===== src/sv/b2y_pkg.sv =====
// ============================================================================
// b2y_pkg
// Shared constants, types and helpers for the BGRA to YUV 4:2:0 converter.
// ============================================================================
`timescale 1ns / 1ps
`default_nettype none

package b2y_pkg;

    // Largest frame dimension the raster counters support
    localparam int MAX_DIM = 4096;

    // Field and register widths
    localparam int PIX_W      = 8;
    localparam int DIM_W      = 13;
    localparam int CNT_W      = $clog2(MAX_DIM);
    localparam int EFF_W      = CNT_W + 1;
    localparam int APB_DATA_W = 32;
    localparam int APB_ADDR_W = 3;

    // Register map, selected by paddr[2]
    localparam logic REG_FRAME_WIDTH  = 1'b0;
    localparam logic REG_FRAME_HEIGHT = 1'b1;

    localparam logic [DIM_W-1:0] FRAME_WIDTH_RESET  = DIM_W'(640);
    localparam logic [DIM_W-1:0] FRAME_HEIGHT_RESET = DIM_W'(480);

    // Pixel as packed on tdata: blue lowest, red highest
    typedef struct packed {
        logic [PIX_W-1:0] red;
        logic [PIX_W-1:0] green;
        logic [PIX_W-1:0] blue;
    } pixel_t;

    // Converted sample as packed on tdata: luma lowest
    typedef struct packed {
        logic [PIX_W-1:0] chroma_blue_diff;
        logic [PIX_W-1:0] chroma_red_diff;
        logic [PIX_W-1:0] luma;
    } yuv_t;

    // Raster position flags for one pixel
    typedef struct packed {
        logic chroma_valid;
        logic row_end;
        logic frame_end;
    } pos_flags_t;

    // Effective dimension: zero acts as one, oversize clamps to MAX_DIM
    function automatic logic [EFF_W-1:0] eff_dim(input logic [DIM_W-1:0] v);
        logic [EFF_W-1:0] r;
        if (v == '0)
            r = EFF_W'(1);
        else if (32'(v) > 32'(MAX_DIM))
            r = EFF_W'(MAX_DIM);
        else
            r = EFF_W'(v);
        return r;
    endfunction

endpackage

`default_nettype wire


===== src/sv/b2y_apb_regs.sv =====
// ============================================================================
// b2y_apb_regs
// APB register block holding the frame width and height.
// ============================================================================
`timescale 1ns / 1ps
`default_nettype none

module b2y_apb_regs (
    input  wire logic                              clk,
    input  wire logic                              rst_n,
    input  wire logic                              psel,
    input  wire logic                              penable,
    input  wire logic                              pwrite,
    input  wire logic [b2y_pkg::APB_ADDR_W-1:0]    paddr,
    input  wire logic [b2y_pkg::APB_DATA_W-1:0]    pwdata,
    output logic      [b2y_pkg::APB_DATA_W-1:0]    prdata,
    output logic                                   pready,
    output logic      [b2y_pkg::DIM_W-1:0]         frame_width,
    output logic      [b2y_pkg::DIM_W-1:0]         frame_height
);

    logic [b2y_pkg::DIM_W-1:0] frame_width_reg;
    logic [b2y_pkg::DIM_W-1:0] frame_height_reg;
    logic                      wr_en;

    // No wait states
    assign pready = 1'b1;
    assign wr_en  = psel && penable && pwrite && pready;

    // Register writes
    always_ff @(posedge clk or negedge rst_n)
    begin
        if (!rst_n)
        begin
            frame_width_reg  <= b2y_pkg::FRAME_WIDTH_RESET;
            frame_height_reg <= b2y_pkg::FRAME_HEIGHT_RESET;
        end
        else if (wr_en)
        begin
            unique case (paddr[2])
                b2y_pkg::REG_FRAME_WIDTH:
                    frame_width_reg  <= pwdata[b2y_pkg::DIM_W-1:0];
                b2y_pkg::REG_FRAME_HEIGHT:
                    frame_height_reg <= pwdata[b2y_pkg::DIM_W-1:0];
                default: ;
            endcase
        end
    end

    // Read mux
    always_comb
    begin
        unique case (paddr[2])
            b2y_pkg::REG_FRAME_WIDTH:
                prdata = b2y_pkg::APB_DATA_W'(frame_width_reg);
            b2y_pkg::REG_FRAME_HEIGHT:
                prdata = b2y_pkg::APB_DATA_W'(frame_height_reg);
            default:
                prdata = '0;
        endcase
    end

    assign frame_width  = frame_width_reg;
    assign frame_height = frame_height_reg;

endmodule

`default_nettype wire


===== src/sv/b2y_raster.sv =====
// ============================================================================
// b2y_raster
// Column and row counters; flags chroma sites, end of row and end of frame.
// ============================================================================
`timescale 1ns / 1ps
`default_nettype none

module b2y_raster (
    input  wire logic                          clk,
    input  wire logic                          rst_n,
    input  wire logic                          advance,
    input  wire logic [b2y_pkg::DIM_W-1:0]     frame_width,
    input  wire logic [b2y_pkg::DIM_W-1:0]     frame_height,
    output b2y_pkg::pos_flags_t                flags
);

    logic [b2y_pkg::CNT_W-1:0] col_reg;
    logic [b2y_pkg::CNT_W-1:0] col_next;
    logic [b2y_pkg::CNT_W-1:0] row_reg;
    logic [b2y_pkg::CNT_W-1:0] row_next;
    logic [b2y_pkg::EFF_W-1:0] width_eff;
    logic [b2y_pkg::EFF_W-1:0] height_eff;
    logic                      row_end;
    logic                      frame_end;

    assign width_eff  = b2y_pkg::eff_dim(frame_width);
    assign height_eff = b2y_pkg::eff_dim(frame_height);

    // At or beyond the last column / row ends the run
    assign row_end   = (b2y_pkg::EFF_W'(col_reg) + b2y_pkg::EFF_W'(1)) >= width_eff;
    assign frame_end = row_end &&
                       ((b2y_pkg::EFF_W'(row_reg) + b2y_pkg::EFF_W'(1)) >= height_eff);

    // Chroma sampled on odd rows, even columns
    assign flags.chroma_valid = row_reg[0] && !col_reg[0];
    assign flags.row_end      = row_end;
    assign flags.frame_end    = frame_end;

    // Next position
    always_comb
    begin
        col_next = col_reg;
        row_next = row_reg;
        if (advance)
        begin
            if (row_end)
            begin
                col_next = '0;
                row_next = frame_end ? '0 : row_reg + b2y_pkg::CNT_W'(1);
            end
            else
            begin
                col_next = col_reg + b2y_pkg::CNT_W'(1);
            end
        end
    end

    always_ff @(posedge clk or negedge rst_n)
    begin
        if (!rst_n)
        begin
            col_reg <= '0;
            row_reg <= '0;
        end
        else
        begin
            col_reg <= col_next;
            row_reg <= row_next;
        end
    end

    // End of row always restarts the column count
    a_row_wrap: assert property (@(posedge clk) disable iff (!rst_n)
        advance && row_end |=> col_reg == '0)
        else $error("column count not cleared after end of row");

    // End of frame returns to the origin
    a_frame_wrap: assert property (@(posedge clk) disable iff (!rst_n)
        advance && frame_end |=> (col_reg == '0) && (row_reg == '0))
        else $error("position not cleared after end of frame");

endmodule

`default_nettype wire


===== src/sv/b2y_colour.sv =====
// ============================================================================
// b2y_colour
// BT.601 limited-range colour conversion of one registered pixel.
// ============================================================================
`timescale 1ns / 1ps
`default_nettype none

module b2y_colour (
    input  wire b2y_pkg::pixel_t    pixel,
    input  wire logic               chroma_valid,
    output b2y_pkg::yuv_t           yuv
);

    logic        [16:0] luma_sum;
    logic signed [17:0] r_s;
    logic signed [17:0] g_s;
    logic signed [17:0] b_s;
    logic signed [17:0] cr_sum;
    logic signed [17:0] cb_sum;

    // Luma: unsigned weighted sum, rounded
    assign luma_sum = 17'd66  * 17'(pixel.red)
                    + 17'd129 * 17'(pixel.green)
                    + 17'd25  * 17'(pixel.blue)
                    + 17'd128;

    assign yuv.luma = luma_sum[15:8] + 8'd16;

    // Colour differences: signed sums, stay within 16-bit range
    assign r_s = $signed(18'(pixel.red));
    assign g_s = $signed(18'(pixel.green));
    assign b_s = $signed(18'(pixel.blue));

    assign cr_sum = 18'sd112 * r_s - 18'sd94 * g_s - 18'sd18 * b_s + 18'sd128;
    assign cb_sum = 18'sd112 * b_s - 18'sd38 * r_s - 18'sd74 * g_s + 18'sd128;

    // Floor shift by 8 plus 128 is the high byte with its top bit flipped
    assign yuv.chroma_red_diff  = chroma_valid ? {~cr_sum[15], cr_sum[14:8]} : '0;
    assign yuv.chroma_blue_diff = chroma_valid ? {~cb_sum[15], cb_sum[14:8]} : '0;

endmodule

`default_nettype wire


===== src/sv/bgra_to_yuv420_pixel_converter.sv =====
// ============================================================================
// bgra_to_yuv420_pixel_converter
// Converts a raster pixel stream to BT.601 luma with 4:2:0 chroma sites.
// ============================================================================
// Pipeline: input register, then result register holding the converted
// sample.
// Throughput: one pixel per cycle unless m_axis_tready stalls; while a result
// waits in the output register, one more pixel can still enter an empty input register.
// Reset: asynchronous, active low; clears counters and pipeline valids and
// loads frame width 640 and height 480.
`timescale 1ns / 1ps
`default_nettype none

module bgra_to_yuv420_pixel_converter (
    input  wire logic                              clk,
    input  wire logic                              rst_n,
    // Pixel input
    input  wire logic                              s_axis_tvalid,
    output logic                                   s_axis_tready,
    input  wire logic [23:0]                       s_axis_tdata,  // blue, green, red
    // Converted output
    output logic                                   m_axis_tvalid,
    input  wire logic                              m_axis_tready,
    output logic      [23:0]                       m_axis_tdata,  // luma, cr, cb
    output logic                                   m_axis_tlast,  // end of row
    output logic      [1:0]                        m_axis_tuser,  // chroma_valid, frame_end
    // Configuration
    input  wire logic                              psel,
    input  wire logic                              penable,
    input  wire logic                              pwrite,
    input  wire logic [b2y_pkg::APB_ADDR_W-1:0]    paddr,
    input  wire logic [b2y_pkg::APB_DATA_W-1:0]    pwdata,
    output logic      [b2y_pkg::APB_DATA_W-1:0]    prdata,
    output logic                                   pready
);

    logic [b2y_pkg::DIM_W-1:0] frame_width;
    logic [b2y_pkg::DIM_W-1:0] frame_height;
    logic                      in_accept;
    logic                      out_ready;
    b2y_pkg::pos_flags_t       pos_flags;
    b2y_pkg::yuv_t             yuv;

    logic                      s1_valid_reg;
    logic                      s1_valid_next;
    b2y_pkg::pixel_t           s1_pixel_reg;
    b2y_pkg::pos_flags_t       s1_flags_reg;
    logic                      m_valid_reg;
    logic                      m_valid_next;
    b2y_pkg::yuv_t             m_yuv_reg;
    b2y_pkg::pos_flags_t       m_flags_reg;

    b2y_apb_regs u_regs (
        .clk          (clk),
        .rst_n        (rst_n),
        .psel         (psel),
        .penable      (penable),
        .pwrite       (pwrite),
        .paddr        (paddr),
        .pwdata       (pwdata),
        .prdata       (prdata),
        .pready       (pready),
        .frame_width  (frame_width),
        .frame_height (frame_height)
    );

    b2y_raster u_raster (
        .clk          (clk),
        .rst_n        (rst_n),
        .advance      (in_accept),
        .frame_width  (frame_width),
        .frame_height (frame_height),
        .flags        (pos_flags)
    );

    b2y_colour u_colour (
        .pixel        (s1_pixel_reg),
        .chroma_valid (s1_flags_reg.chroma_valid),
        .yuv          (yuv)
    );

    // Handshake: output register frees when empty or taken
    assign out_ready     = !m_valid_reg || m_axis_tready;
    assign s_axis_tready = !s1_valid_reg || out_ready;
    assign in_accept     = s_axis_tvalid && s_axis_tready;

    assign s1_valid_next = in_accept || (s1_valid_reg && !out_ready);
    assign m_valid_next  = out_ready ? s1_valid_reg : m_valid_reg;

    // Pipeline valids
    always_ff @(posedge clk or negedge rst_n)
    begin
        if (!rst_n)
        begin
            s1_valid_reg <= 1'b0;
            m_valid_reg  <= 1'b0;
        end
        else
        begin
            s1_valid_reg <= s1_valid_next;
            m_valid_reg  <= m_valid_next;
        end
    end

    // Input register
    always_ff @(posedge clk)
    begin
        if (in_accept)
        begin
            s1_pixel_reg <= b2y_pkg::pixel_t'(s_axis_tdata);
            s1_flags_reg <= pos_flags;
        end
    end

    // Result register
    always_ff @(posedge clk)
    begin
        if (out_ready && s1_valid_reg)
        begin
            m_yuv_reg   <= yuv;
            m_flags_reg <= s1_flags_reg;
        end
    end

    assign m_axis_tvalid   = m_valid_reg;
    assign m_axis_tdata    = m_yuv_reg;
    assign m_axis_tlast    = m_flags_reg.row_end;
    assign m_axis_tuser[0] = m_flags_reg.chroma_valid;
    assign m_axis_tuser[1] = m_flags_reg.frame_end;

    // End of frame is always also end of row
    a_frame_in_row: assert property (@(posedge clk) disable iff (!rst_n)
        m_axis_tvalid && m_axis_tuser[1] |-> m_axis_tlast)
        else $error("frame end without row end");

    // Chroma bytes are zero away from chroma sites
    a_chroma_zero: assert property (@(posedge clk) disable iff (!rst_n)
        m_axis_tvalid && !m_axis_tuser[0] |-> m_axis_tdata[23:8] == '0)
        else $error("chroma bytes set without chroma site");

    // An empty output stage never blocks the input
    a_no_block: assert property (@(posedge clk) disable iff (!rst_n)
        !m_valid_reg |-> s_axis_tready)
        else $error("input stalled with empty output register");

    // A pixel held in the input stage reaches the output stage next cycle when the output register frees
    a_advance: assert property (@(posedge clk) disable iff (!rst_n)
        s1_valid_reg && out_ready |=> m_valid_reg)
        else $error("pixel lost between stages");

endmodule

`default_nettype wire

===== config.mk =====
export PLATFORM = sky130hd
export DESIGN_NAME = bgra_to_yuv420_pixel_converter
export DESIGN_NICKNAME = d
export VERILOG_FILES = /design/src/sv/b2y_pkg.sv /design/src/sv/b2y_apb_regs.sv /design/src/sv/b2y_raster.sv /design/src/sv/b2y_colour.sv /design/src/sv/bgra_to_yuv420_pixel_converter.sv
export SDC_FILE = /design/constraint.sdc
export NUM_CORES = 1
export LEC_CHECK = 0
export ABC_AREA = 1
export BUFFER_PORTS_ARGS = -buffer_cell sky130_fd_sc_hd__buf_2
export CORE_MARGIN = 2
export CORE_UTILIZATION = 30
export DETAILED_ROUTE_END_ITERATION = 16
export GPL_ROUTABILITY_DRIVEN = 0
export PLACE_DENSITY_LB_ADDON = 0.25
export SYNTH_ARGS = -nofsm -noshare
export SYNTH_HDL_FRONTEND = slang
export SYNTH_SLANG_ARGS = --single-unit

===== constraint.sdc =====
create_clock -name clk -period 5.45 [get_ports clk]
set_input_delay 0.8175 -clock clk [delete_from_list [all_inputs] [get_ports clk]]
set_output_delay 0.8175 -clock clk [all_outputs]
set_load 0.02 [all_outputs]

==> results of run 1 <==
cells by family after synthesis:
logic type      Yosys count  share of synthesized area
compound gates          192                    0.07818
simple gates            541                     0.1767
flops                   106                     0.2228
xor+xnor                 72                    0.04851
fa+ha+maj               340                     0.3730
buf+inv                 326                     0.1002
other cells               2                  0.0005709
worst max-delay path: stages, from the launching register on:
cell and delay, ns:
edfxtp_1 0.41, ha_1 0.32, ha_1 0.28, ha_2 0.17, inv_2 0.04, fa_2 0.38
xnor2_2 0.15, ha_1 0.31, fa_1 0.46, fa_1 0.53, inv_2 0.04, fa_1 0.49
inv_2 0.05, ha_4 0.21, ha_4 0.30, nand2_4 0.06, nor2_4 0.12, inv_2 0.04
nor2_2 0.06, nand2_1 0.07, nand4_1 0.10, nand2_2 0.09, ha_4 0.17, xor2_1 0.15
through the flow:
step	util	worst slack, ns	cell area, um^2	std cells	hold slack (ns)
after floorplan	-	0.01257	13220	1597	0.4003
after global placement	0.3340	-0.01944	14420	2267	0.4069
after detailed placement	0.3340	-0.05654	14420	2267	0.4070
after CTS	0.3417	0.009499	14750	2284	0.4287
after global routing	0.3483	-0.02606	15040	2286	0.4319
final	0.3483	0.2204	15040	2286	0.4282
path summary, 6_finish.rpt:
kind	to	slack, ns
hold / removal	m_axis_tlast	0.43
min in group asynchronous	u_regs.frame_height[11]	0.53
setup reg to reg	m_axis_tdata[6]	0.22
setup / recovery	m_axis_tdata[6]	0.22
hold reg to reg	m_axis_tlast	0.43
max in group asynchronous	m_axis_tvalid	4.44
layer usage:
layer  track usage  vias to the layer above  wire length [um]
met5             0                        -                13
met4       0.04167                        2               641
met3       0.02944                       30              1083
met2        0.2671                      123             16050
met1        0.1855                     4792             14850
li1              -                     5338                 -
synth_stat cells (all sizes together) (30+ instances only):
| master | n | area share |
|---|---|---|
| a21oi | 95 | 0.036 |
| dfrtp | 46 | 0.088 |
| edfxtp | 54 | 0.12 |
| fa | 87 | 0.13 |
| ha | 253 | 0.24 |
| inv | 292 | 0.083 |
| nand2 | 336 | 0.096 |
| nand3 | 66 | 0.027 |
| nand4 | 30 | 0.014 |
| nor2 | 81 | 0.025 |
| o21ai | 75 | 0.029 |
| xor2 | 52 | 0.035 |
cell type report:
class | count | area share
clock buffers | 9 | 0.01498
well taps | 585 | 0.04868
inverters | 292 | 0.07289
flip-flops and latches | 106 | 0.1949
multi-input cells | 1165 | 0.6167
clock inverters | 7 | 0.005325
repair buffers | 122 | 0.04660
cells in the final DEF (no fill, tap or decap), types with 6 or more instances in the layout:
cell       netlist  layout
a21oi_2          1      11
conb_1           2      20
edfxtp_1        54      54
nand3_1         63      61
ha_1           253     238
o21ai_1         12      15
xor2_1          52      52
nor4_1           8       8
dfrtp_1         46      46
nand2_1        334     325
nand2_2          2       9
inv_1          290     283
a21o_1           6       6
nor2_1          76      70
xnor2_1         19      18
inv_2            2       9
nor2_2           2       7
nor3_1          11      10
clkbuf_16        0       9
fa_1            87      86
ha_4             0      11
buf_2            4      86
dfstp_2          6       6
buf_4           22      36
o21ai_0         63      58
nand4_1         30      30
a21oi_1         94      82
what timing repair did:
action / CTS / global route
pin swaps: 2 / 26
gates cloned: 0 / 0
setup endpoints to repair: 3 / 13
resized for setup: 2 / 67
buffers inserted: 1 / 2
==> run summary, run 1 <==
DR vias/cell: 4.499
Min-Delay Path Class: reg2reg
Largest net degree at the start of global routing: 53
Post-CTS Hold Buffers: 0
Sink Count: 106
Chip height: 213.4 um
FF+latch area: 0.002930 mm^2
Remaining global-route overflow: 0
Initial antenna violation count: 2
TritonCTS Buffers: 9
Core area: 0.04317 mm^2
Sequential area share after synthesis: 0.2228
Initial Utilization: 0.3047
Final wirelength: 32640 um
RSZ-0062 raised after global routing: true
Die W: 213.4 um
Post-route setup TNS: 0 ns
Hold Fails Final Rpt: 0
Critical Path Start: s1_pixel_reg[23]
CP Data Arrival Time: 5.38 ns
First-pass GRT wire length: 52820 um
Setup violators final: 0
Footprint of the multi-input gates: 0.009273 mm^2
Post-Syn Area per Cell: 8.331 um^2
Worst-path clk slew: 0.09 ns
Number of global-route vias before repair: 10.36k
Synth cell types: 47
Clock Skew: 0.01427 ns
1st-pass router iterations: 5
# port buffers: 86
CP required: 5.60 ns
Initial DRC Count: 394
Skew-Pair Late Insertion Delay: 0.40 ns
Slew Limit Fails: 0
Wirelength per Cell: 14.28 um
DRC Markers: 0
Fill cell count: 4589
FF-to-FF path depth: 23
Post-synth EDFFs: 54
Seq cells post-synth: 106
Die footprint: 0.04554 mm^2
Hold path start: s1_flags_reg[1]
Layout area overhead: 14.30%
I/O Pins: 128
Layout cell share with drive strength beyond 1: 0.1287
Worst setup EP type: flop
Number of diodes: 0
Slew headroom: 0.4375
Post-Synthesis Cells: 1579
R2R Path Start: s1_pixel_reg[23]
Max-cap violations: 0
Slew @ Worst Pin: 0.8406 ns
Layout Nets: 2102
FMAX: 191.2 MHz
Htree depth: 3
TritonCTS clock tree: yes
Minimum clock period: 5.230 ns
Post-synthesis async set-or-reset flop share: 0.4906
Mapped Area: 0.01316 mm^2
Yosys warnings: 0
Antenna viol nets, final: 0
Row count: 76
Final period util: 0.9596
GRT Util Overall: 0.1506
Crit Path Category: reg2reg
CP Launch Type: flop
Clk buf depth: 2
CP Max Fanout: 4
HPWL after DPL: 27090 um
DR vias: 10.29k
Main flop type after synthesis: edfxtp_1
Root Driver: clkbuf_16
Min-Delay Path Depth: 0
Status: completed
Power of run 1 is left out: the tool's default activity adds up to more than one toggle a clock period on the data nets, which glitch-free logic cannot reach.
==> inputs of run 2 (changes only) <==
BUFFER_PORTS_ARGS = -buffer_cell sky130_fd_sc_hd__buf_4   (was -buffer_cell sky130_fd_sc_hd__buf_2)
==> run 2 against run 1 <==
Highest routed layer is now met4; first-iteration DRC count fell by 2.8%; worst hold slack lost 0.0022 ns; largest cell class unchanged; routed wire length shrank 0.73%; clock-buffer cell count unchanged.
==> run summary, run 2 (synthesized netlist as in run 1, its figures left out) <==
Min-Delay Path Depth: 0
Root Driver: clkbuf_16
Commonest cells after routing, fill and taps aside: nand2_1 (326), inv_1 (284), ha_1 (240)
Antenna viol nets, final: 0
RR Endpoint: m_axis_tdata[6]
Final Instance Area: 0.01527 mm^2
Worst hold endpoint: m_axis_tlast
First-pass GRT wire length: 52450 um
DRC Markers: 0
Min-Delay Path Class: reg2reg
CP Launch Type: flop
CP max stage cell: fa_1
PwrDens: 653.8 mW/mm^2
I/O Pins: 128
CP Data Arrival Time: 5.42 ns
Layout cell share with drive strength beyond 1: 0.1291
Total power: 9.987 mW
Commonest non-fill, non-tap cell in the layout: nand2_1
Die W: 213.4 um
Largest net degree at the start of global routing: 53
Worst path cell trace: ha_1, ha_1, ha_2, inv_2, fa_2, xnor2_2, ha_1, fa_1, fa_1, inv_1, fa_1, inv_2, ha_4, ha_4, nand2_4, nor2_4, inv_2, nor2_2, nand2_1, nand4_1, nand2_2, ha_4, xor2_1
Worst R2R Setup Slack: 0.17 ns
Layout Nets: 2105
Worst-path clk slew: 0.09 ns
FF-to-FF path depth: 23
Initial Utilization: 0.3047
CP Max Fanout: 4
Wirelength per Cell: 14.16 um
Final period util: 0.9681
Minimum clock period: 5.276 ns
Remaining global-route overflow: 0
Number of global-route vias before repair: 10.20k
DR vias: 10.32k
TritonCTS clock tree: yes
Number of diodes: 0
Setup violators final: 0
Sink Count: 106
Chip height: 213.4 um
Clock Skew: 0.01091 ns
Skew-Pair Late Insertion Delay: 0.40 ns
GRT Util Overall: 0.1501
Lkg Pwr: 7.989 nW
Crit Path Category: reg2reg
Die footprint: 0.04554 mm^2
CP Buf/Inv Count: 4
R2R Path Start: s1_pixel_reg[23]
Initial antenna violation count: 0
Clk buf depth: 2
Row count: 76
Post-CTS Hold Buffers: 0
# port buffers: 86
Status: completed
Slew @ Worst Pin: 0.8401 ns
Hold Fails Final Rpt: 0
TritonCTS Buffers: 9
1st-pass router iterations: 5
Worst setup EP type: flop
Hold path start: s1_flags_reg[1]
Layout area overhead: 16.11%
Max stage delay on crit path: 0.51 ns
Core area: 0.04317 mm^2
DR vias/cell: 4.509
Initial DRC Count: 383
CP required: 5.60 ns
HPWL after DPL: 27000 um
Peak VDD IR: 0.4109 mV
Final wirelength: 32400 um
Worst path top cell family by delay: adder cells
Max-cap violations: 0
Htree depth: 3
FMAX: 189.5 MHz
Area after DPL: 0.01466 mm^2
Slew headroom: 0.4379
RSZ-0062 raised after global routing: true
Slew Limit Fails: 0
-- run 2: timing repair --
item / in CTS / in global routing
setup endpoints to repair: 3 / 14
setup buffers: 1 / 2
gates resized for setup: 5 / 62
pin swaps: 1 / 34
-- run 2: how the worst max path moves through the flow --
stage / slack (ns) / startpoint / cells after the start / endpoint
after floorplan: 0.01 / s1_pixel_reg[18] / 23 / m_axis_tdata[6]
after global placement: -0.04 / s1_pixel_reg[17] / 23 / m_axis_tdata[6]
after detailed placement: -0.06 / s1_pixel_reg[17] / 22 / m_axis_tdata[6]
after CTS: 0.03 / s1_pixel_reg[18] / 23 / m_axis_tdata[6]
after global routing: -0.05 / s1_pixel_reg[23] / 25 / m_axis_tdata[7]
final: 0.17 / s1_pixel_reg[23] / 23 / m_axis_tdata[6]
-- run 2: cell type report --
cell class | count | area [um^2]
fillers | 4526 | 27900
multi-input cells | 1165 | 9255
clock buffers | 9 | 225.2
flip-flops and latches | 106 | 2930
inverters | 292 | 1096
clock inverters | 7 | 93.84
repair buffers | 125 | 942.2
well taps | 585 | 732.0
-- run 2: metal layers --
layer / track usage / vias to the layer above / share of wire
met4: 0.03688 / 0 / 0.015
li1: - / 5344 / -
met3: 0.03383 / 27 / 0.039
met1: 0.1853 / 4803 / 0.45
met5: 0 / - / 0
met2: 0.2647 / 146 / 0.49
-- run 2: power breakdown --
| part | internal, mW | switching, mW |
|---|---|---|
| registers | 1.20 | 0.157 |
| logic | 3.16 | 4.74 |
| clock network | 0.333 | 0.394 |
-- run 2: stage by stage --
step	hold WS [ns]	worst slack, ns	setup TNS (ns)	cells	utilization
after global routing	0.4320	-0.04876	-0.1546	2289	0.3538
after global placement	0.4069	-0.03544	-0.03693	2270	0.3396
after floorplan	0.4003	0.01257	0	1597	-
final	0.4260	0.1741	0	2289	0.3538
after detailed placement	0.4070	-0.06373	-0.09992	2270	0.3396
after CTS	0.4288	0.02904	0	2287	0.3477
Power figures use the tool's default switching activity.
